**config.mk**
```make
export PLATFORM = sky130hd
export DESIGN_NAME = i2c_byte_master
export DESIGN_NICKNAME = d
export VERILOG_FILES = /design/src/sv/i2cbm_pkg.sv /design/src/sv/i2c_byte_master.sv /design/src/sv/i2cbm_csr.sv /design/src/sv/i2cbm_core.sv
export VERILOG_INCLUDE_DIRS = /design/src /design/src/sv
export SDC_FILE = /design/constraint.sdc
export NUM_CORES = 1
export LEC_CHECK = 0
export BUFFER_PORTS_ARGS = -buffer_cell sky130_fd_sc_hd__buf_2
export CORE_ASPECT_RATIO = 0.75
export CORE_MARGIN = 1
export CORE_UTILIZATION = 54
export CTS_CLUSTER_SIZE = 8
export DETAILED_ROUTE_END_ITERATION = 10
export PLACE_DENSITY = 0.76
export RECOVER_POWER = 25
export SLEW_MARGIN = 15
export SYNTH_ARGS = -nofsm -noshare
export SYNTH_HDL_FRONTEND = slang
export SYNTH_SLANG_ARGS = --single-unit
export TNS_END_PERCENT = 5
```
**constraint.sdc**
```tcl
create_clock -name clock -period 4 [get_ports clock]
set_clock_uncertainty 0.2 [all_clocks]
set_input_delay 0.4 -clock clock [delete_from_list [all_inputs] [get_ports clock]]
set_output_delay 0.4 -clock clock [all_outputs]
set_load 0.01 [all_outputs]
```
**src/sv/i2c_byte_master_assert.svh**
```systemverilog
// Assertion macros shared by the i2c byte master RTL.
// Each macro expands to one labeled concurrent assertion, disabled while reset is high.
`ifndef I2C_BYTE_MASTER_ASSERT_SVH
`define I2C_BYTE_MASTER_ASSERT_SVH

// Same-cycle implication.
`define I2CBM_ASSERT_NOW(label, clk, rst, ante, cons, msg) \
   label: assert property (@(posedge clk) disable iff (rst) (ante) |-> (cons)) \
      else $error(msg);

// Implication checked in the following cycle.
`define I2CBM_ASSERT_NEXT(label, clk, rst, ante, cons, msg) \
   label: assert property (@(posedge clk) disable iff (rst) (ante) |=> (cons)) \
      else $error(msg);

`endif

```
**src/sv/i2cbm_pkg.sv**
```systemverilog
// Types, codes and helper functions for the i2c byte master.
// No dependencies; used by i2cbm_csr, i2cbm_core and i2c_byte_master.
package i2cbm_pkg;

   localparam int TickWidth = 8;
   localparam int ByteWidth = 8;
   localparam int BitsPerByte = 8;
   localparam int MsbBit = ByteWidth - 1;

   typedef enum logic [9:0] {
      PH_IDLE       = 10'b00_0000_0001,
      PH_COND_SETUP = 10'b00_0000_0010,
      PH_COND_HIGH  = 10'b00_0000_0100,
      PH_COND_HOLD  = 10'b00_0000_1000,
      PH_BIT_SETUP  = 10'b00_0001_0000,
      PH_BIT_HIGH   = 10'b00_0010_0000,
      PH_BYTE_GAP   = 10'b00_0100_0000,
      PH_ACK_SETUP  = 10'b00_1000_0000,
      PH_ACK_HIGH   = 10'b01_0000_0000,
      PH_ACK_GAP    = 10'b10_0000_0000
   } phase_type;

   typedef enum logic [1:0] {
      MODE_START = 2'd0,
      MODE_STOP  = 2'd1,
      MODE_WRITE = 2'd2,
      MODE_READ  = 2'd3
   } mode_type;

   typedef enum logic [1:0] {
      CSR_SETUP = 2'd0,
      CSR_HIGH  = 2'd1,
      CSR_HOLD  = 2'd2,
      CSR_GAP   = 2'd3
   } csr_index_type;

   localparam logic [TickWidth-1:0] SetupReset = 8'd1;
   localparam logic [TickWidth-1:0] HighReset  = 8'd5;
   localparam logic [TickWidth-1:0] HoldReset  = 8'd4;
   localparam logic [TickWidth-1:0] GapReset   = 8'd2;

   typedef struct packed {
      logic [TickWidth-1:0] setup_ticks;
      logic [TickWidth-1:0] high_ticks;
      logic [TickWidth-1:0] hold_ticks;
      logic [TickWidth-1:0] gap_ticks;
   } cfg_type;

   typedef struct packed {
      logic                 sda_in;
      logic                 cmd_valid;
      logic [1:0]           mode;
      logic [ByteWidth-1:0] cmd_byte;
      logic                 send_nack;
   } req_type;

   typedef struct packed {
      logic scl;
      logic sda;
      logic drive;
   } lines_type;

   typedef struct packed {
      logic                 scl_out;
      logic                 sda_out;
      logic                 sda_enable;
      logic                 busy_res;
      logic                 done_res;
      logic                 ack_received;
      logic [ByteWidth-1:0] read_byte;
   } rsp_type;

   function automatic logic [TickWidth-1:0] at_least_one(input logic [TickWidth-1:0] v);
      return (v == '0) ? TickWidth'(1) : v;
   endfunction

   function automatic logic [TickWidth-1:0] phase_len(input phase_type p, input cfg_type cfg);
      logic [TickWidth-1:0] len;
      unique case (p) inside
         PH_COND_SETUP, PH_BIT_SETUP, PH_ACK_SETUP: len = cfg.setup_ticks;
         PH_COND_HIGH, PH_BIT_HIGH, PH_ACK_HIGH:    len = cfg.high_ticks;
         PH_COND_HOLD:                              len = cfg.hold_ticks;
         default:                                   len = cfg.gap_ticks;
      endcase
      return at_least_one(len);
   endfunction

   // Line levels set on entry to a phase.
   function automatic lines_type enter_lines(input phase_type p, input mode_type mode,
                                             input logic msb, input logic nack,
                                             input lines_type cur);
      lines_type nxt;
      nxt = cur;
      unique case (p) inside
         PH_COND_SETUP: begin
            nxt.drive = 1'b1;
            nxt.sda   = (mode == MODE_START);
         end
         PH_COND_HIGH, PH_BIT_HIGH, PH_ACK_HIGH: begin
            nxt.scl = 1'b1;
         end
         PH_COND_HOLD: begin
            nxt.sda = (mode == MODE_STOP);
         end
         PH_BIT_SETUP: begin
            nxt.scl = 1'b0;
            if (mode == MODE_WRITE) begin
               nxt.drive = 1'b1;
               nxt.sda   = msb;
            end else begin
               nxt.drive = 1'b0;
               nxt.sda   = 1'b1;
            end
         end
         PH_ACK_SETUP: begin
            nxt.scl = 1'b0;
            if (mode == MODE_WRITE) begin
               nxt.drive = 1'b0;
               nxt.sda   = 1'b1;
            end else begin
               nxt.drive = 1'b1;
               nxt.sda   = nack;
            end
         end
         PH_BYTE_GAP, PH_ACK_GAP: begin
            nxt.scl = 1'b0;
         end
         default: begin
            nxt = cur;
         end
      endcase
      return nxt;
   endfunction

endpackage

```
**src/sv/i2c_byte_master.sv**
```systemverilog
// Top level of the i2c byte master: request register, phase sequencer, result register.
// Depends on i2cbm_pkg, i2cbm_csr, i2cbm_core and i2c_byte_master_assert.svh.
//
//   channel   direction   handshake              payload
//   req_      in          req_valid / req_stall  sda_in, cmd_valid, mode, cmd_byte, send_nack
//   rsp_      out         rsp_valid / rsp_stall  scl, sda, sda_enable, busy, done, ack, byte
//   csr_      in          csr_wr_en              csr_index, csr_wdata
//
// One request (one tick) per clock unless stalled; each request yields one response.
// The sequencer state advances only as a request moves from the request register to the
// result register, so the rate is limited by that single step and by rsp_stall alone.
// Reset is synchronous; no clearing pass.
// While rsp_stall holds the result register, a full request register holds and req_stall rises.
module i2c_byte_master (
   input  logic                                  clock,
   input  logic                                  reset,
   input  logic                                  req_valid,
   output logic                                  req_stall,
   input  logic                                  req_sda_in,
   input  logic                                  req_cmd_valid,
   input  logic [1:0]                            req_mode,
   input  logic [i2cbm_pkg::ByteWidth-1:0]       req_cmd_byte,
   input  logic                                  req_send_nack,
   output logic                                  rsp_valid,
   input  logic                                  rsp_stall,
   output logic                                  rsp_scl_out,
   output logic                                  rsp_sda_out,
   output logic                                  rsp_sda_enable,
   output logic                                  rsp_busy_res,
   output logic                                  rsp_done_res,
   output logic                                  rsp_ack_received,
   output logic [i2cbm_pkg::ByteWidth-1:0]       rsp_read_byte,
   input  logic                                  csr_wr_en,
   input  logic [1:0]                            csr_index,
   input  logic [i2cbm_pkg::TickWidth-1:0]       csr_wdata
);
   import i2cbm_pkg::*;
   `include "i2c_byte_master_assert.svh"

   logic     req_valid_ff;
   req_type  req_ff;
   logic     rsp_valid_ff;
   rsp_type  rsp_ff;
   cfg_type  cfg;
   rsp_type  result;
   logic     advance;
   logic     step_en;

   assign advance   = !rsp_valid_ff || !rsp_stall;
   assign step_en   = req_valid_ff && advance;
   assign req_stall = req_valid_ff && !advance;

   always_ff @(posedge clock) begin
      if (reset) begin
         req_valid_ff <= 1'b0;
      end else if (!req_stall) begin
         req_valid_ff <= req_valid;
      end
   end

   always_ff @(posedge clock) begin
      if (req_valid && !req_stall) begin
         req_ff <= '{sda_in: req_sda_in, cmd_valid: req_cmd_valid, mode: req_mode,
                     cmd_byte: req_cmd_byte, send_nack: req_send_nack};
      end
   end

   i2cbm_csr u_csr (
      .clock     (clock),
      .reset     (reset),
      .csr_wr_en (csr_wr_en),
      .csr_index (csr_index),
      .csr_wdata (csr_wdata),
      .cfg       (cfg)
   );

   i2cbm_core u_core (
      .clock   (clock),
      .reset   (reset),
      .step_en (step_en),
      .item    (req_ff),
      .cfg     (cfg),
      .result  (result)
   );

   always_ff @(posedge clock) begin
      if (reset) begin
         rsp_valid_ff <= 1'b0;
      end else if (advance) begin
         rsp_valid_ff <= req_valid_ff;
      end
   end

   always_ff @(posedge clock) begin
      if (step_en) begin
         rsp_ff <= result;
      end
   end

   assign rsp_valid        = rsp_valid_ff;
   assign rsp_scl_out      = rsp_ff.scl_out;
   assign rsp_sda_out      = rsp_ff.sda_out;
   assign rsp_sda_enable   = rsp_ff.sda_enable;
   assign rsp_busy_res     = rsp_ff.busy_res;
   assign rsp_done_res     = rsp_ff.done_res;
   assign rsp_ack_received = rsp_ff.ack_received;
   assign rsp_read_byte    = rsp_ff.read_byte;

   `I2CBM_ASSERT_NEXT(a_step_fills_rsp, clock, reset, step_en, rsp_valid_ff, "stepped request did not reach the result register")
   `I2CBM_ASSERT_NOW(a_done_is_busy, clock, reset, rsp_valid_ff && rsp_ff.done_res, rsp_ff.busy_res, "done without busy")
   `I2CBM_ASSERT_NEXT(a_held_req_stays, clock, reset, req_valid_ff && !advance, req_valid_ff, "request register dropped while stalled")

endmodule

```
**src/sv/i2cbm_csr.sv**
```systemverilog
// Timing registers of the i2c byte master: four tick counts behind a plain write port.
// Depends on i2cbm_pkg.
module i2cbm_csr (
   input  logic                                  clock,
   input  logic                                  reset,
   input  logic                                  csr_wr_en,
   input  logic [1:0]                            csr_index,
   input  logic [i2cbm_pkg::TickWidth-1:0]       csr_wdata,
   output i2cbm_pkg::cfg_type                    cfg
);
   import i2cbm_pkg::*;

   cfg_type cfg_ff;

   always_ff @(posedge clock) begin
      if (reset) begin
         cfg_ff.setup_ticks <= SetupReset;
         cfg_ff.high_ticks  <= HighReset;
         cfg_ff.hold_ticks  <= HoldReset;
         cfg_ff.gap_ticks   <= GapReset;
      end else if (csr_wr_en) begin
         unique case (csr_index_type'(csr_index))
            CSR_SETUP: cfg_ff.setup_ticks <= csr_wdata;
            CSR_HIGH:  cfg_ff.high_ticks  <= csr_wdata;
            CSR_HOLD:  cfg_ff.hold_ticks  <= csr_wdata;
            CSR_GAP:   cfg_ff.gap_ticks   <= csr_wdata;
            default:   cfg_ff             <= cfg_ff;
         endcase
      end
   end

   assign cfg = cfg_ff;

endmodule

```
**src/sv/i2cbm_core.sv**
```systemverilog
// Bus phase sequencer of the i2c byte master: one tick per step, result formed combinationally.
// Depends on i2cbm_pkg and i2c_byte_master_assert.svh.
module i2cbm_core (
   input  logic                 clock,
   input  logic                 reset,
   input  logic                 step_en,
   input  i2cbm_pkg::req_type   item,
   input  i2cbm_pkg::cfg_type   cfg,
   output i2cbm_pkg::rsp_type   result
);
   import i2cbm_pkg::*;
   `include "i2c_byte_master_assert.svh"

   phase_type               phase_ff, phase_in;
   mode_type                mode_ff, mode_in;
   logic [3:0]              bit_count_ff, bit_count_in;
   logic [TickWidth-1:0]    tick_count_ff, tick_count_in;
   logic [ByteWidth-1:0]    shift_ff, shift_in;
   logic                    nack_ff, nack_in;
   logic                    ack_ff, ack_in;
   logic [ByteWidth-1:0]    read_hold_ff, read_hold_in;
   lines_type               lines_ff, lines_in;

   lines_type               lines_vis;
   phase_type               next_phase;
   logic                    finish;
   logic                    busy;
   logic                    done;

   always_comb begin
      phase_in      = phase_ff;
      mode_in       = mode_ff;
      bit_count_in  = bit_count_ff;
      tick_count_in = tick_count_ff;
      shift_in      = shift_ff;
      nack_in       = nack_ff;
      ack_in        = ack_ff;
      read_hold_in  = read_hold_ff;
      lines_in      = lines_ff;
      next_phase    = PH_IDLE;
      finish        = 1'b0;
      busy          = 1'b0;
      done          = 1'b0;

      // Take a new command only when idle.
      if (phase_ff == PH_IDLE && item.cmd_valid) begin
         mode_in       = mode_type'(item.mode);
         shift_in      = (mode_in == MODE_WRITE) ? item.cmd_byte : '0;
         nack_in       = item.send_nack;
         bit_count_in  = '0;
         tick_count_in = '0;
         phase_in      = (mode_in == MODE_START || mode_in == MODE_STOP) ?
                         PH_COND_SETUP : PH_BIT_SETUP;
         lines_in      = enter_lines(phase_in, mode_in, shift_in[MsbBit], nack_in, lines_in);
      end

      lines_vis = lines_in;

      if (phase_in != PH_IDLE) begin
         busy          = 1'b1;
         tick_count_in = tick_count_in + TickWidth'(1);
         if (tick_count_in >= phase_len(phase_in, cfg)) begin
            unique case (phase_in)
               PH_COND_SETUP: next_phase = PH_COND_HIGH;
               PH_COND_HIGH:  next_phase = PH_COND_HOLD;
               PH_COND_HOLD: begin
                  if (mode_in == MODE_START) begin
                     next_phase = PH_BYTE_GAP;
                  end else begin
                     finish = 1'b1;
                  end
               end
               PH_BIT_SETUP:  next_phase = PH_BIT_HIGH;
               PH_BIT_HIGH: begin
                  shift_in     = {shift_in[MsbBit-1:0],
                                  (mode_in == MODE_READ) ? item.sda_in : 1'b0};
                  bit_count_in = bit_count_in + 4'd1;
                  if (bit_count_in < 4'(BitsPerByte)) begin
                     next_phase = PH_BIT_SETUP;
                  end else begin
                     if (mode_in == MODE_READ) begin
                        read_hold_in = shift_in;
                     end
                     next_phase = PH_BYTE_GAP;
                  end
               end
               PH_BYTE_GAP: begin
                  if (mode_in == MODE_START) begin
                     finish = 1'b1;
                  end else begin
                     next_phase = PH_ACK_SETUP;
                  end
               end
               PH_ACK_SETUP:  next_phase = PH_ACK_HIGH;
               PH_ACK_HIGH: begin
                  // Slave ACK is SDA pulled low on the last high tick.
                  if (mode_in == MODE_WRITE) begin
                     ack_in = ~item.sda_in;
                  end
                  next_phase = PH_ACK_GAP;
               end
               PH_ACK_GAP: begin
                  lines_in.drive = 1'b1;
                  if (mode_in == MODE_WRITE) begin
                     lines_in.sda = 1'b1;
                  end
                  finish = 1'b1;
               end
               default: finish = 1'b1;
            endcase

            tick_count_in = '0;
            if (finish) begin
               done     = 1'b1;
               phase_in = PH_IDLE;
            end else begin
               phase_in = next_phase;
               lines_in = enter_lines(phase_in, mode_in, shift_in[MsbBit], nack_in, lines_in);
            end
         end
      end
   end

   always_ff @(posedge clock) begin
      if (reset) begin
         phase_ff      <= PH_IDLE;
         mode_ff       <= MODE_START;
         bit_count_ff  <= '0;
         tick_count_ff <= '0;
         shift_ff      <= '0;
         nack_ff       <= 1'b0;
         ack_ff        <= 1'b0;
         read_hold_ff  <= '0;
         lines_ff      <= '{scl: 1'b1, sda: 1'b1, drive: 1'b1};
      end else if (step_en) begin
         phase_ff      <= phase_in;
         mode_ff       <= mode_in;
         bit_count_ff  <= bit_count_in;
         tick_count_ff <= tick_count_in;
         shift_ff      <= shift_in;
         nack_ff       <= nack_in;
         ack_ff        <= ack_in;
         read_hold_ff  <= read_hold_in;
         lines_ff      <= lines_in;
      end
   end

   assign result.scl_out      = lines_vis.scl;
   assign result.sda_out      = lines_vis.sda;
   assign result.sda_enable   = lines_vis.drive;
   assign result.busy_res     = busy;
   assign result.done_res     = done;
   assign result.ack_received = ack_in;
   assign result.read_byte    = read_hold_in;

   `I2CBM_ASSERT_NOW(a_idle_tick_clear, clock, reset, (phase_ff == PH_IDLE), (tick_count_ff == '0), "tick count not cleared in idle")
   `I2CBM_ASSERT_NOW(a_bit_count_range, clock, reset, (phase_ff != PH_IDLE), (bit_count_ff <= 4'(BitsPerByte)), "bit count past one byte")
   `I2CBM_ASSERT_NEXT(a_idle_no_cmd, clock, reset, (step_en && phase_ff == PH_IDLE && !item.cmd_valid), (phase_ff == PH_IDLE), "left idle without a command")

endmodule

```
==> flow_summary.html, run 1 <==
<table>
<tr><th>Metric</th><th>Value</th></tr>
<tr><th colspan="2">Placed design</th></tr>
<tr><td>Inst Count DP</td><td>781</td></tr>
<tr><td>Routability Congestion</td><td>0.972</td></tr>
<tr><td>Cell area after placement</td><td>0.00590 mm²</td></tr>
<tr><td>Placed wire-length estimate after detailed placement</td><td>9920 µm</td></tr>
<tr><td>Number of input and output port buffers inserted</td><td>43</td></tr>
<tr><th colspan="2">STA</th></tr>
<tr><td>Total count of hold-check failures in the final report</td><td>0</td></tr>
<tr><td>Max Fclk</td><td>246 MHz</td></tr>
<tr><td>Unrepaired setup endpoints after global routing</td><td>yes</td></tr>
<tr><td>Final WS setup</td><td>-0.0622 ns</td></tr>
<tr><td>Relative slew slack</td><td>38.3%</td></tr>
<tr><td>Fin crit period</td><td>4.06 ns</td></tr>
<tr><td>Final max-slew violation count</td><td>0</td></tr>
<tr><td>Worst hold-check slack</td><td>0.0259 ns</td></tr>
<tr><td>Worst Max-Slew Pin Slew</td><td>0.925 ns</td></tr>
<tr><td>Final number of setup-violating endpoints</td><td>14</td></tr>
<tr><td>Final period utilization</td><td>102%</td></tr>
<tr><th colspan="2">Detailed routing</th></tr>
<tr><td>Total number of vias</td><td>4772</td></tr>
<tr><td>Via count normalized by instance count</td><td>5.91</td></tr>
<tr><td>DRC viols</td><td>0</td></tr>
<tr><td>Detailed-route wire length</td><td>13900 µm</td></tr>
<tr><td>Drt pass-1 iters</td><td>6</td></tr>
<tr><td>Final antenna-violating net count</td><td>0</td></tr>
<tr><td>Post-DR wirelength/cell</td><td>17.2 µm</td></tr>
<tr><td>Number of DRC violations after detailed-routing iteration 0</td><td>487</td></tr>
<tr><th colspan="2">Setup path</th></tr>
<tr><td>Crit path max fanout</td><td>5</td></tr>
<tr><td>Capture instance of the worst register-to-register path</td><td>rsp_read_byte[0]$_DFFE_PP_</td></tr>
<tr><td>Signal arrival time at the worst endpoint</td><td>3.96 ns</td></tr>
<tr><td>Kind of start point of the critical path</td><td>register</td></tr>
<tr><td>Setup crit start</td><td>u_core.phase_ff[9]$_SDFFE_PP0P_</td></tr>
<tr><td>Required time at the endpoint of the critical path</td><td>3.90 ns</td></tr>
<tr><td>Critical path class</td><td>register to register</td></tr>
<tr><td>Nature of the critical path endpoint</td><td>register</td></tr>
<tr><td>R2R setup slack</td><td>-0.06 ns</td></tr>
<tr><td>Worst setup path endpoint</td><td>rsp_read_byte[0]$_DFFE_PP_</td></tr>
<tr><td>Reg2Reg Depth</td><td>16</td></tr>
<tr><td>Worst R2R Start</td><td>u_core.phase_ff[9]$_SDFFE_PP0P_</td></tr>
<tr><th colspan="2">Floorplanning</th></tr>
<tr><td>Floorplan die width</td><td>115 µm</td></tr>
<tr><td>Die height</td><td>86.8 µm</td></tr>
<tr><td>Row Count</td><td>30</td></tr>
<tr><td>Area enclosed by the die boundary</td><td>0.00999 mm²</td></tr>
<tr><td>Core region area</td><td>0.00916 mm²</td></tr>
<tr><td>IO Pins</td><td>44</td></tr>
<tr><td>Initial Util</td><td>56.5%</td></tr>
<tr><th colspan="2">Synthesis</th></tr>
<tr><td>Fraction of synthesized cell area taken by the top area cell type</td><td>30.2%</td></tr>
<tr><td>Mapped Nets</td><td>624</td></tr>
<tr><td>Post-Syn Instances</td><td>586</td></tr>
<tr><td>Largest cells by area after synthesis</td><td>sky130_fd_sc_hd__dfxtp_1 (30%), sky130_fd_sc_hd__edfxtp_1 (16%), sky130_fd_sc_hd__nand2_1 (6.7%)</td></tr>
<tr><td>FF+latch count, synth</td><td>105</td></tr>
<tr><td>Syn Std Cell Area</td><td>0.00518 mm²</td></tr>
<tr><td>Average cell area after synthesis</td><td>8.83 µm²</td></tr>
<tr><td>Post-synth top area cell</td><td>sky130_fd_sc_hd__dfxtp_1</td></tr>
<tr><td>Number of unique standard cell types used by synthesis</td><td>67</td></tr>
<tr><td>Syn. warnings</td><td>0</td></tr>
<tr><td>Post-synthesis async set-or-reset flop share</td><td>0%</td></tr>
<tr><td>Part of the Yosys area used for sequential elements</td><td>45.8%</td></tr>
<tr><td>Prevailing post-synth register cell</td><td>sky130_fd_sc_hd__dfxtp_1</td></tr>
<tr><td>Number of enable-type register cells in the synthesized netlist</td><td>27</td></tr>
<tr><th colspan="2">Global route</th></tr>
<tr><td>Total gr overflow</td><td>0</td></tr>
<tr><td>Number of global-route vias before repair</td><td>4262</td></tr>
<tr><td>Wire length of the first global-routing pass</td><td>22100 µm</td></tr>
<tr><td>Number of antenna violations at the first check in global routing</td><td>0</td></tr>
<tr><td>Maximum number of pins on one net before global-route repair</td><td>48</td></tr>
<tr><td>Overall global routing resource usage</td><td>29.0%</td></tr>
<tr><th colspan="2">Clock network</th></tr>
<tr><td>Clock latency at the later pin of the worst-skew pair</td><td>0.35 ns</td></tr>
<tr><td>Maximum level of the CTS H-tree</td><td>3</td></tr>
<tr><td>Clock Tree Root</td><td>sky130_fd_sc_hd__clkbuf_16</td></tr>
<tr><td>Inserted Clock Buffers</td><td>9</td></tr>
<tr><td>Maximum clock path buffer count</td><td>2</td></tr>
<tr><td>Clock-pin slew reported for the worst setup and hold paths after clock tree synthesis</td><td>0.07 ns</td></tr>
<tr><td>Sink Count</td><td>105</td></tr>
<tr><td>Clock tree from TritonCTS</td><td>built</td></tr>
<tr><th colspan="2">Power and ir drop</th></tr>
<tr><td>Relative contribution of the clock network to total power</td><td>34.7%</td></tr>
<tr><td>Combinational share of power</td><td>18.5%</td></tr>
<tr><td>Static Leakage</td><td>2.53 nW</td></tr>
<tr><td>Switching Fraction</td><td>28.9%</td></tr>
<tr><td>Internal power summed over all cells</td><td>1.75 mW</td></tr>
<tr><td>Pwr dens</td><td>380 mW/mm²</td></tr>
<tr><td>Sw power</td><td>0.710 mW</td></tr>
<tr><td>Part of the power in registers</td><td>46.7%</td></tr>
<tr><td>Largest vdd supply drop</td><td>0.000260 V</td></tr>
<tr><th colspan="2">Outcome</th></tr>
<tr><td>Status</td><td>complete, but fails checks</td></tr>
<tr><td>Violations in the final reports</td><td>setup timing</td></tr>
<tr><th colspan="2">Final layout</th></tr>
<tr><td>Fraction of final layout cells with drive strength greater than 1</td><td>27.1%</td></tr>
<tr><td>Fill cell total of the finished layout</td><td>714</td></tr>
<tr><td>Final cell area excluding filler cells</td><td>0.00647 mm²</td></tr>
<tr><td>Multi-input gate area in the final layout</td><td>0.00287 mm²</td></tr>
<tr><td>Area added between synthesis and finish</td><td>25.0%</td></tr>
<tr><td>Final non-filler cell total</td><td>807</td></tr>
<tr><td>Number of nets in the layout</td><td>712</td></tr>
<tr><td>Sequential cell area</td><td>0.00237 mm²</td></tr>
<tr><td>Antenna diode count</td><td>0</td></tr>
<tr><th colspan="2">Job</th></tr>
<tr><td>Max-cap violations</td><td>0</td></tr>
<tr><th colspan="2">Min path</th></tr>
<tr><td>Hold WC Path Type</td><td>primary input to register</td></tr>
</table>
==> power by group through the flow <==
stage	clock, mW	sequential, mW	combinational, mW
after floorplan	0	1.17	0.248
after global placement	0	1.17	0.397
after detailed placement	0	1.17	0.403
after CTS	0.866	1.15	0.438
after global routing	0.913	1.15	0.490
final	0.855	1.15	0.456
==> per-stage QoR <==
stage,utilization [%],TNS (ns),total power [mW],worst slack [ns]
final,70.6,-0.357,2.46,-0.0622
after global routing,70.6,-6.50,2.56,-0.233
after CTS,69.3,-0.855,2.45,-0.0942
after detailed placement,64.4,-10.82,1.57,-0.458
after global placement,64.4,-2.45,1.57,-0.251
after floorplan,-,0,1.42,0.0154
==> worst min-delay path by stage <==
stage                               startpoint  slack [ns]  cells past startpoint                              end
2_1_floorplan  u_core.lines_ff[0]$_SDFFE_PP1P_        0.23                      2  u_core.lines_ff[0]$_SDFFE_PP1P_
3_3_place_gp   u_core.shift_ff[5]$_SDFFE_PP0P_        0.24                      2  u_core.shift_ff[5]$_SDFFE_PP0P_
3_5_place_dp   u_core.shift_ff[2]$_SDFFE_PP0P_        0.25                      2  u_core.shift_ff[2]$_SDFFE_PP0P_
4_1_cts                        req_cmd_byte[3]        0.02                      1              req_ff[4]$_DFFE_PP_
5_1_grt                          req_send_nack        0.01                      1              req_ff[0]$_DFFE_PP_
6_report                       req_cmd_byte[3]        0.03                      1              req_ff[4]$_DFFE_PP_
==> cells in the final DEF (no fill, tap or decap), drive strengths merged, types with 6 or more instances in the layout <==
cell type    n
buf        109
nand2       93
dfxtp       78
a21oi       57
nor2        56
o21ai       31
edfxtp      27
mux2i       24
nand3       22
inv         13
and3        12
nor3        12
ha          10
clkbuf       9
a211oi       9
and2         9
nor2b        7
nand4        7
nand3b       6
xor2         6
a22oi        6
nor4         6
==> per-layer routing <==
metal | vias up | wire [µm] | GRT usage, %
met3 | 7 | 1120 | 6.15
met4 | 0 | 67 | 5.31
li1 | 2299 | - | -
met2 | 207 | 5880 | 41.1
met1 | 2259 | 6820 | 45.1
met5 | - | 0 | 0
==> synth_stat cells, types with 3 or more instances <==
cell type	number
sky130_fd_sc_hd__and3_1	12
sky130_fd_sc_hd__a21oi_1	56
sky130_fd_sc_hd__xor2_1	6
sky130_fd_sc_hd__o21ai_1	5
sky130_fd_sc_hd__a21boi_0	5
sky130_fd_sc_hd__and2_1	9
sky130_fd_sc_hd__clkbuf_1	22
sky130_fd_sc_hd__nor4_1	3
sky130_fd_sc_hd__buf_2	5
sky130_fd_sc_hd__edfxtp_1	27
sky130_fd_sc_hd__nand4_1	6
sky130_fd_sc_hd__nand3b_1	6
sky130_fd_sc_hd__nand2b_1	4
sky130_fd_sc_hd__o21ai_0	26
sky130_fd_sc_hd__nand2_1	93
sky130_fd_sc_hd__nor2b_1	7
sky130_fd_sc_hd__dfxtp_1	78
sky130_fd_sc_hd__a22oi_1	6
sky130_fd_sc_hd__ha_1	10
sky130_fd_sc_hd__a211o_1	4
sky130_fd_sc_hd__buf_4	3
sky130_fd_sc_hd__nand3_1	22
sky130_fd_sc_hd__xnor2_1	3
sky130_fd_sc_hd__o2111ai_1	4
sky130_fd_sc_hd__inv_1	10
sky130_fd_sc_hd__a221oi_1	3
sky130_fd_sc_hd__mux2i_1	24
sky130_fd_sc_hd__a222oi_1	3
sky130_fd_sc_hd__a211oi_1	9
sky130_fd_sc_hd__nor3_1	11
sky130_fd_sc_hd__nor2_1	54
sky130_fd_sc_hd__a22o_1	3
==> kinds of logic after synthesis <==
kind of cell	Yosys count	share of synthesized area [%]
simple gates	249	24.1
flops	105	45.8
buf+inv	43	3.60
compound gates	145	17.7
fa+ha+maj	10	2.42
mux	25	4.86
xor+xnor	9	1.52
==> sequential cells by signal, summed over array words and instances, names as in the netlist, 2 cells and up <==
name,flops
req_ff,13
rsp_read_byte,8
u_core.lines_ff,3
u_core.tick_count_ff,8
u_core.phase_ff,10
u_core.shift_ff,7
u_core.bit_count_ff,4
u_csr.cfg,32
u_core.mode_ff,2
u_core.read_hold_ff,8
==> worst max-delay path: stages (launching register included) <==
cell and delay (ns):
sky130_fd_sc_hd__dfxtp_1 0.35, sky130_fd_sc_hd__or2_4 0.29, sky130_fd_sc_hd__nor4_4 0.28, sky130_fd_sc_hd__buf_4 0.19
sky130_fd_sc_hd__o2111ai_4 0.13, sky130_fd_sc_hd__nand2_2 0.13, sky130_fd_sc_hd__nor3_2 0.07, sky130_fd_sc_hd__a221oi_2 0.32
sky130_fd_sc_hd__nand4_1 0.15, sky130_fd_sc_hd__o21ai_1 0.15, sky130_fd_sc_hd__ha_1 0.24, sky130_fd_sc_hd__nand2b_4 0.14
sky130_fd_sc_hd__a211oi_2 0.17, sky130_fd_sc_hd__o21bai_1 0.12, sky130_fd_sc_hd__a311o_2 0.42, sky130_fd_sc_hd__nand4_4 0.17
sky130_fd_sc_hd__mux2_4 0.31
==> what timing repair did <==
action | in CTS | in global routing
setup endpoints to repair | 51 | 51
hold endpoints to repair | 0 | 0
pin swaps | 21 | 27
gates resized for setup | 27 | 28
buffers inserted | 7 | 3
hold buffers | 0 | 0
cloned | 0 | 0
==> area by class of cell <==
cell class	count	area share, %
timing repair buffer	109	11.3
clock inverter	7	0.986
tap	128	2.48
clock buffer	9	3.48
sequential	105	36.7
multi-input combinational	438	44.4
inverter	11	0.638
(Power assumes the default switching activity.)
==> inputs of run 2 (changes only) <==
--- a/config.mk
+++ b/config.mk
@@ -6,16 +6,17 @@
 export SDC_FILE = /design/constraint.sdc
 export NUM_CORES = 1
 export LEC_CHECK = 0
-export BUFFER_PORTS_ARGS = -buffer_cell sky130_fd_sc_hd__buf_2
 export CORE_ASPECT_RATIO = 0.75
 export CORE_MARGIN = 1
-export CORE_UTILIZATION = 54
+export CORE_UTILIZATION = 57
 export CTS_CLUSTER_SIZE = 8
 export DETAILED_ROUTE_END_ITERATION = 10
-export PLACE_DENSITY = 0.76
+export DONT_BUFFER_PORTS = 1
+export PLACE_DENSITY = 0.75
 export RECOVER_POWER = 25
 export SLEW_MARGIN = 15
 export SYNTH_ARGS = -nofsm -noshare
 export SYNTH_HDL_FRONTEND = slang
+export SYNTH_HIERARCHICAL = 1
 export SYNTH_SLANG_ARGS = --single-unit
 export TNS_END_PERCENT = 5
==> constraint.sdc (replaced) <==
create_clock -name clock -period 4 [get_ports clock]
set_clock_uncertainty 0.2 [all_clocks]
set_input_delay 0.8 -clock clock [delete_from_list [all_inputs] [get_ports clock]]
set_output_delay 0.8 -clock clock [all_outputs]
set_load 0.01 [all_outputs]
==> run 2 against run 1 <==
  * The run still ends with setup timing left
  * Routed wire length down 1.1%
  * Hold slack better by 0.24 ns
  * Synthesized cell count is 1.2% higher
  * Sequential share of layout area rose by 0.40 points
  * Combinational power is 5.7% lower
  * Register-to-register slack hardly changed
  * Worst setup slack got worse by 0.012 ns
  * Critical path depth shrank 2
  * Final cell count fell by 6.6%
  * Global-route usage shrank 1.2 points
  * Highest routed layer unchanged
==> flow_summary.html, run 2 <==
<table>
<tr><th>Metric</th><th>Value</th></tr>
<tr><th colspan="2">Outcome</th></tr>
<tr><td>Status</td><td>complete, but fails checks (unchanged)</td></tr>
<tr><td>Violations in the final reports</td><td>setup timing (unchanged)</td></tr>
<tr><th colspan="2">Synthesis</th></tr>
<tr><td>Average cell area after synthesis</td><td>9.18 µm² (was 8.83 µm²)</td></tr>
<tr><td>Largest cells by area after synthesis</td><td>sky130_fd_sc_hd__dfxtp_1 (29%), sky130_fd_sc_hd__edfxtp_1 (15%), sky130_fd_sc_hd__mux2i_1 (7.9%) (was sky130_fd_sc_hd__dfxtp_1 (30%), sky130_fd_sc_hd__edfxtp_1 (16%), sky130_fd_sc_hd__nand2_1 (6.7%))</td></tr>
<tr><td>Number of enable-type register cells in the synthesized netlist</td><td>27 (unchanged)</td></tr>
<tr><td>Syn. warnings</td><td>6 (was 0)</td></tr>
<tr><td>Number of unique standard cell types used by synthesis</td><td>68 (was 67)</td></tr>
<tr><td>Prevailing post-synth register cell</td><td>sky130_fd_sc_hd__dfxtp_1 (unchanged)</td></tr>
<tr><td>Most frequent cell after synthesis</td><td>sky130_fd_sc_hd__dfxtp_1 (was sky130_fd_sc_hd__nand2_1)</td></tr>
<tr><td>Part of the Yosys area used for sequential elements</td><td>43.6% (was 45.8%)</td></tr>
<tr><td>FF+latch count, synth</td><td>105 (unchanged)</td></tr>
<tr><td>Post-synth top area cell</td><td>sky130_fd_sc_hd__dfxtp_1 (unchanged)</td></tr>
<tr><td>Post-synthesis async set-or-reset flop share</td><td>0% (unchanged)</td></tr>
<tr><td>Leading post-synthesis cells by instance count</td><td>sky130_fd_sc_hd__dfxtp_1 (78), sky130_fd_sc_hd__nand2_1 (64), sky130_fd_sc_hd__nor2_1 (55) (was sky130_fd_sc_hd__nand2_1 (93), sky130_fd_sc_hd__dfxtp_1 (78), sky130_fd_sc_hd__a21oi_1 (56))</td></tr>
<tr><td>Fraction of synthesized cell area taken by the top area cell type</td><td>28.7% (was 30.2%)</td></tr>
<tr><td>Syn Std Cell Area</td><td>0.00544 mm² (was 0.00518 mm²)</td></tr>
<tr><td>Post-Syn Instances</td><td>593 (was 586)</td></tr>
<tr><td>Mapped Nets</td><td>631 (was 624)</td></tr>
<tr><th colspan="2">Setup path</th></tr>
<tr><td>Slowest cell on the critical path</td><td>sky130_fd_sc_hd__or4_4 (was sky130_fd_sc_hd__a311o_2)</td></tr>
<tr><td>Signal arrival time at the worst endpoint</td><td>3.98 ns (was 3.96 ns)</td></tr>
<tr><td>Crit path max fanout</td><td>6 (was 5)</td></tr>
<tr><td>Required time at the endpoint of the critical path</td><td>3.91 ns (was 3.90 ns)</td></tr>
<tr><td>Critical path class</td><td>register to register (unchanged)</td></tr>
<tr><td>Most used cell along the critical path</td><td>sky130_fd_sc_hd__or4_4</td></tr>
<tr><td>Kind of cell adding the most delay to the critical path</td><td>simple AND/OR/NAND/NOR gates (was compound AO/OA/AOI/OAI gates)</td></tr>
<tr><td>Kind of start point of the critical path</td><td>register (unchanged)</td></tr>
<tr><td>Cells traversed along the worst timing path</td><td>or4_4, or4_4, and2_4, ha_4, nand3_2, xor2_1, nor2_1, ha_1, a21o_1, a2111oi_2, o21a_2, nor3_4, nand2_2, mux2_4 (was or2_4, nor4_4, buf_4, o2111ai_4, nand2_2, nor3_2, a221oi_2, nand4_1, o21ai_1, ha_1, nand2b_4, a211oi_2, o21bai_1, a311o_2, nand4_4, mux2_4)</td></tr>
<tr><td>Number of buffer and inverter stages on the critical path</td><td>0 (was 1)</td></tr>
<tr><td>Nature of the critical path endpoint</td><td>register (unchanged)</td></tr>
<tr><td>Slowest Stage Delay on Critical Path</td><td>0.56 ns (was 0.42 ns)</td></tr>
<tr><th colspan="2">STA</th></tr>
<tr><td>Fin crit period</td><td>4.07 ns (was 4.06 ns)</td></tr>
<tr><td>Relative slew slack</td><td>32.3% (was 38.3%)</td></tr>
<tr><td>Final max-slew violation count</td><td>0 (unchanged)</td></tr>
<tr><td>Final number of setup-violating endpoints</td><td>12 (was 14)</td></tr>
<tr><td>Final WS setup</td><td>-0.0743 ns (was -0.0622 ns)</td></tr>
<tr><td>Total count of hold-check failures in the final report</td><td>0 (unchanged)</td></tr>
<tr><td>Unrepaired setup endpoints after global routing</td><td>yes (unchanged)</td></tr>
<tr><td>Max Fclk</td><td>245 MHz (was 246 MHz)</td></tr>
<tr><td>Final period utilization</td><td>102% (about the same)</td></tr>
<tr><td>Worst Max-Slew Pin Slew</td><td>1.01 ns (was 0.925 ns)</td></tr>
<tr><th colspan="2">Detailed routing</th></tr>
<tr><td>Post-DR wirelength/cell</td><td>18.2 µm (was 17.2 µm)</td></tr>
<tr><td>Drt pass-1 iters</td><td>5 (was 6)</td></tr>
<tr><td>Via count normalized by instance count</td><td>6.21 (was 5.91)</td></tr>
<tr><td>Final antenna-violating net count</td><td>0 (unchanged)</td></tr>
<tr><td>Detailed-route wire length</td><td>13700 µm (was 13900 µm)</td></tr>
<tr><td>DRC viols</td><td>0 (unchanged)</td></tr>
<tr><td>Total number of vias</td><td>4680 (was 4772)</td></tr>
<tr><td>Number of DRC violations after detailed-routing iteration 0</td><td>430 (was 487)</td></tr>
<tr><th colspan="2">Power and ir drop</th></tr>
<tr><td>Combinational share of power</td><td>17.4% (was 18.5%)</td></tr>
<tr><td>Static Leakage</td><td>2.49 nW (was 2.53 nW)</td></tr>
<tr><td>Sw power</td><td>0.668 mW (was 0.710 mW)</td></tr>
<tr><td>Part of the power in registers</td><td>47.1% (was 46.7%)</td></tr>
<tr><td>Internal power summed over all cells</td><td>1.80 mW (was 1.75 mW)</td></tr>
<tr><td>Pwr dens</td><td>384 mW/mm² (was 380 mW/mm²)</td></tr>
<tr><td>Switching Fraction</td><td>27.1% (was 28.9%)</td></tr>
<tr><td>Largest vdd supply drop</td><td>0.000292 V (was 0.000260 V)</td></tr>
<tr><td>Relative contribution of the clock network to total power</td><td>35.5% (was 34.7%)</td></tr>
<tr><th colspan="2">Clock network</th></tr>
<tr><td>Clock latency at the later pin of the worst-skew pair</td><td>0.35 ns (about the same)</td></tr>
<tr><td>Maximum clock path buffer count</td><td>2 (unchanged)</td></tr>
<tr><td>Maximum level of the CTS H-tree</td><td>3 (unchanged)</td></tr>
<tr><td>Hold bufs inserted after CTS</td><td>0 (unchanged)</td></tr>
<tr><td>Clock-pin slew reported for the worst setup and hold paths after clock tree synthesis</td><td>0.07 ns (about the same)</td></tr>
<tr><td>Clock Tree Root</td><td>sky130_fd_sc_hd__clkbuf_16 (unchanged)</td></tr>
<tr><td>Inserted Clock Buffers</td><td>9 (unchanged)</td></tr>
<tr><td>Sink Count</td><td>105 (unchanged)</td></tr>
<tr><td>Clock tree from TritonCTS</td><td>built (unchanged)</td></tr>
<tr><th colspan="2">Final layout</th></tr>
<tr><td>Antenna diode count</td><td>0 (unchanged)</td></tr>
<tr><td>Largest register FFs</td><td>32 (unchanged)</td></tr>
<tr><td>Final non-filler cell total</td><td>754 (was 807)</td></tr>
<tr><td>Number of nets in the layout</td><td>659 (was 712)</td></tr>
<tr><td>Area added between synthesis and finish</td><td>17.9% (was 25.0%)</td></tr>
<tr><td>Most common cell after layout, fill and taps aside</td><td>sky130_fd_sc_hd__dfxtp_1 (was sky130_fd_sc_hd__nand2_1)</td></tr>
<tr><td>Most used cells in the layout excluding fill and tap cells</td><td>sky130_fd_sc_hd__dfxtp_1 (74), sky130_fd_sc_hd__nand2_1 (60), sky130_fd_sc_hd__buf_4 (53) (was sky130_fd_sc_hd__nand2_1 (90), sky130_fd_sc_hd__dfxtp_1 (78), sky130_fd_sc_hd__buf_4 (61))</td></tr>
<tr><td>Fraction of final layout cells with drive strength greater than 1</td><td>21.6% (was 27.1%)</td></tr>
<tr><th colspan="2">Min path</th></tr>
<tr><td>Hold WC Path Type</td><td>register to register (was primary input to register)</td></tr>
<tr><th colspan="2">Job</th></tr>
<tr><td>Max-cap violations</td><td>0 (unchanged)</td></tr>
<tr><th colspan="2">Floorplanning</th></tr>
<tr><td>IO Pins</td><td>44 (unchanged)</td></tr>
<tr><td>Row Count</td><td>30 (unchanged)</td></tr>
<tr><td>Core region area</td><td>0.00916 mm² (unchanged)</td></tr>
<tr><td>Die height</td><td>86.6 µm (was 86.8 µm)</td></tr>
<tr><td>Area enclosed by the die boundary</td><td>0.00995 mm² (was 0.00999 mm²)</td></tr>
<tr><td>Floorplan die width</td><td>115 µm (about the same)</td></tr>
<tr><td>Initial Util</td><td>59.4% (was 56.5%)</td></tr>
<tr><th colspan="2">Global route</th></tr>
<tr><td>Overall global routing resource usage</td><td>27.8% (was 29.0%)</td></tr>
<tr><td>Total gr overflow</td><td>0 (unchanged)</td></tr>
<tr><td>Number of global-route vias before repair</td><td>4202 (was 4262)</td></tr>
<tr><td>Maximum number of pins on one net before global-route repair</td><td>91 (was 48)</td></tr>
<tr><td>Wire length of the first global-routing pass</td><td>21000 µm (was 22100 µm)</td></tr>
<tr><td>Number of antenna violations at the first check in global routing</td><td>0 (unchanged)</td></tr>
<tr><th colspan="2">Placed design</th></tr>
<tr><td>Setup WS pre-CTS</td><td>-0.192 ns (was -0.458 ns)</td></tr>
<tr><td>Inst Count DP</td><td>722 (was 781)</td></tr>
<tr><td>Number of input and output port buffers inserted</td><td>0 (was 43)</td></tr>
<tr><td>Routability Congestion</td><td>0.905 (was 0.972)</td></tr>
<tr><td>Placed wire-length estimate after detailed placement</td><td>9520 µm (was 9920 µm)</td></tr>
</table>
-- run 2: cell count changes after synthesis, sizes merged, moves of 6 or more --
cell	previous run	this run
a21oi	57	26
buf	10	19
and3	12	4
o21a	1	9
nand2	93	64
nor3	12	18
mux2i	24	44
nand2b	4	42
-- run 2: tightest hold or removal path: cells and delay by family (launching register included) --
kind,cells,cell delay (ns)
AOI/OAI and AO/OA,1,0.05
DFF,1,0.31
and+or+nand+nor,1,0.06
-- run 2: power by group through the flow --
stage | Sequential, mW | Combinational, mW | Clock, mW
3_5_place_dp | 1.18 | 0.362 | 0
4_1_cts | 1.16 | 0.376 | 0.892
3_3_place_gp | 1.18 | 0.356 | 0
5_1_grt | 1.17 | 0.456 | 0.923
2_1_floorplan | 1.17 | 0.287 | 0
6_report | 1.16 | 0.430 | 0.875
-- run 2: cell type report --
cell class	instances	area, µm²
well taps	128	160
fillers	673	2740
flip-flops and latches	105	2380
inverters	7	26.3
clock buffers	9	225
multi-input cells	437	3050
repair buffers	61	514
clock inverters	7	68.8
-- run 2: logic make-up (layout without fill, tap and decap cells) --
logic type	count (synthesis)	count (layout)	share of synthesized area, %
buffers and inverters	51	84	4.50
flip-flops	105	105	43.6
AND/OR/NAND/NOR	256	256	24.9
adder cells (fa/ha/maj)	10	10	2.30
multiplexers	46	46	8.73
AO/OA/AOI/OAI	117	117	14.7
XOR/XNOR	8	8	1.29
-- run 2: path summary, 6_finish.rpt --
kind	from	to	slack [ns]	cells past startpoint
worst min register to register	u_core/shift_ff[2]$_SDFFE_PP0P_	u_core/shift_ff[2]$_SDFFE_PP0P_	0.26	2
worst max-delay path	u_core/phase_ff[4]$_SDFFE_PP0P_	rsp_read_byte[0]$_DFFE_PP_	-0.07	14
worst max register to register	u_core/phase_ff[4]$_SDFFE_PP0P_	rsp_read_byte[0]$_DFFE_PP_	-0.07	14
worst min-delay path	u_core/shift_ff[2]$_SDFFE_PP0P_	u_core/shift_ff[2]$_SDFFE_PP0P_	0.26	2
-- run 2: stage by stage --
stage          instance area [µm²]  total power, mW  hold WS [ns]  TNS [ns]  util [%]
4_1_cts                       6130             2.43         0.252    -0.376      66.9
3_3_place_gp                  5790             1.54         0.241    -0.283      63.2
6_report                      6420             2.47         0.263    -0.367      70.1
5_1_grt                       6420             2.54         0.286     -3.89      70.1
3_5_place_dp                  5790             1.55         0.242     -1.56      63.2
2_1_floorplan                 5530             1.46         0.232    -14.96         -
-- run 2: timing repair --
item,4_1_cts,5_1_grt
gates resized for setup,4,43
pin swaps,4,33
cloned,0,1
endpoints found under the setup margin,43,51
buffers inserted,4,11
-- run 2: routing by layer --
metal	vias to the layer above	track usage, %	share of wire (%)
li1	2183	-	-
met1	2278	39.8	47
met2	195	41.2	44
met3	24	6.43	6.6
met4	0	9.68	1.8
met5	-	0	0
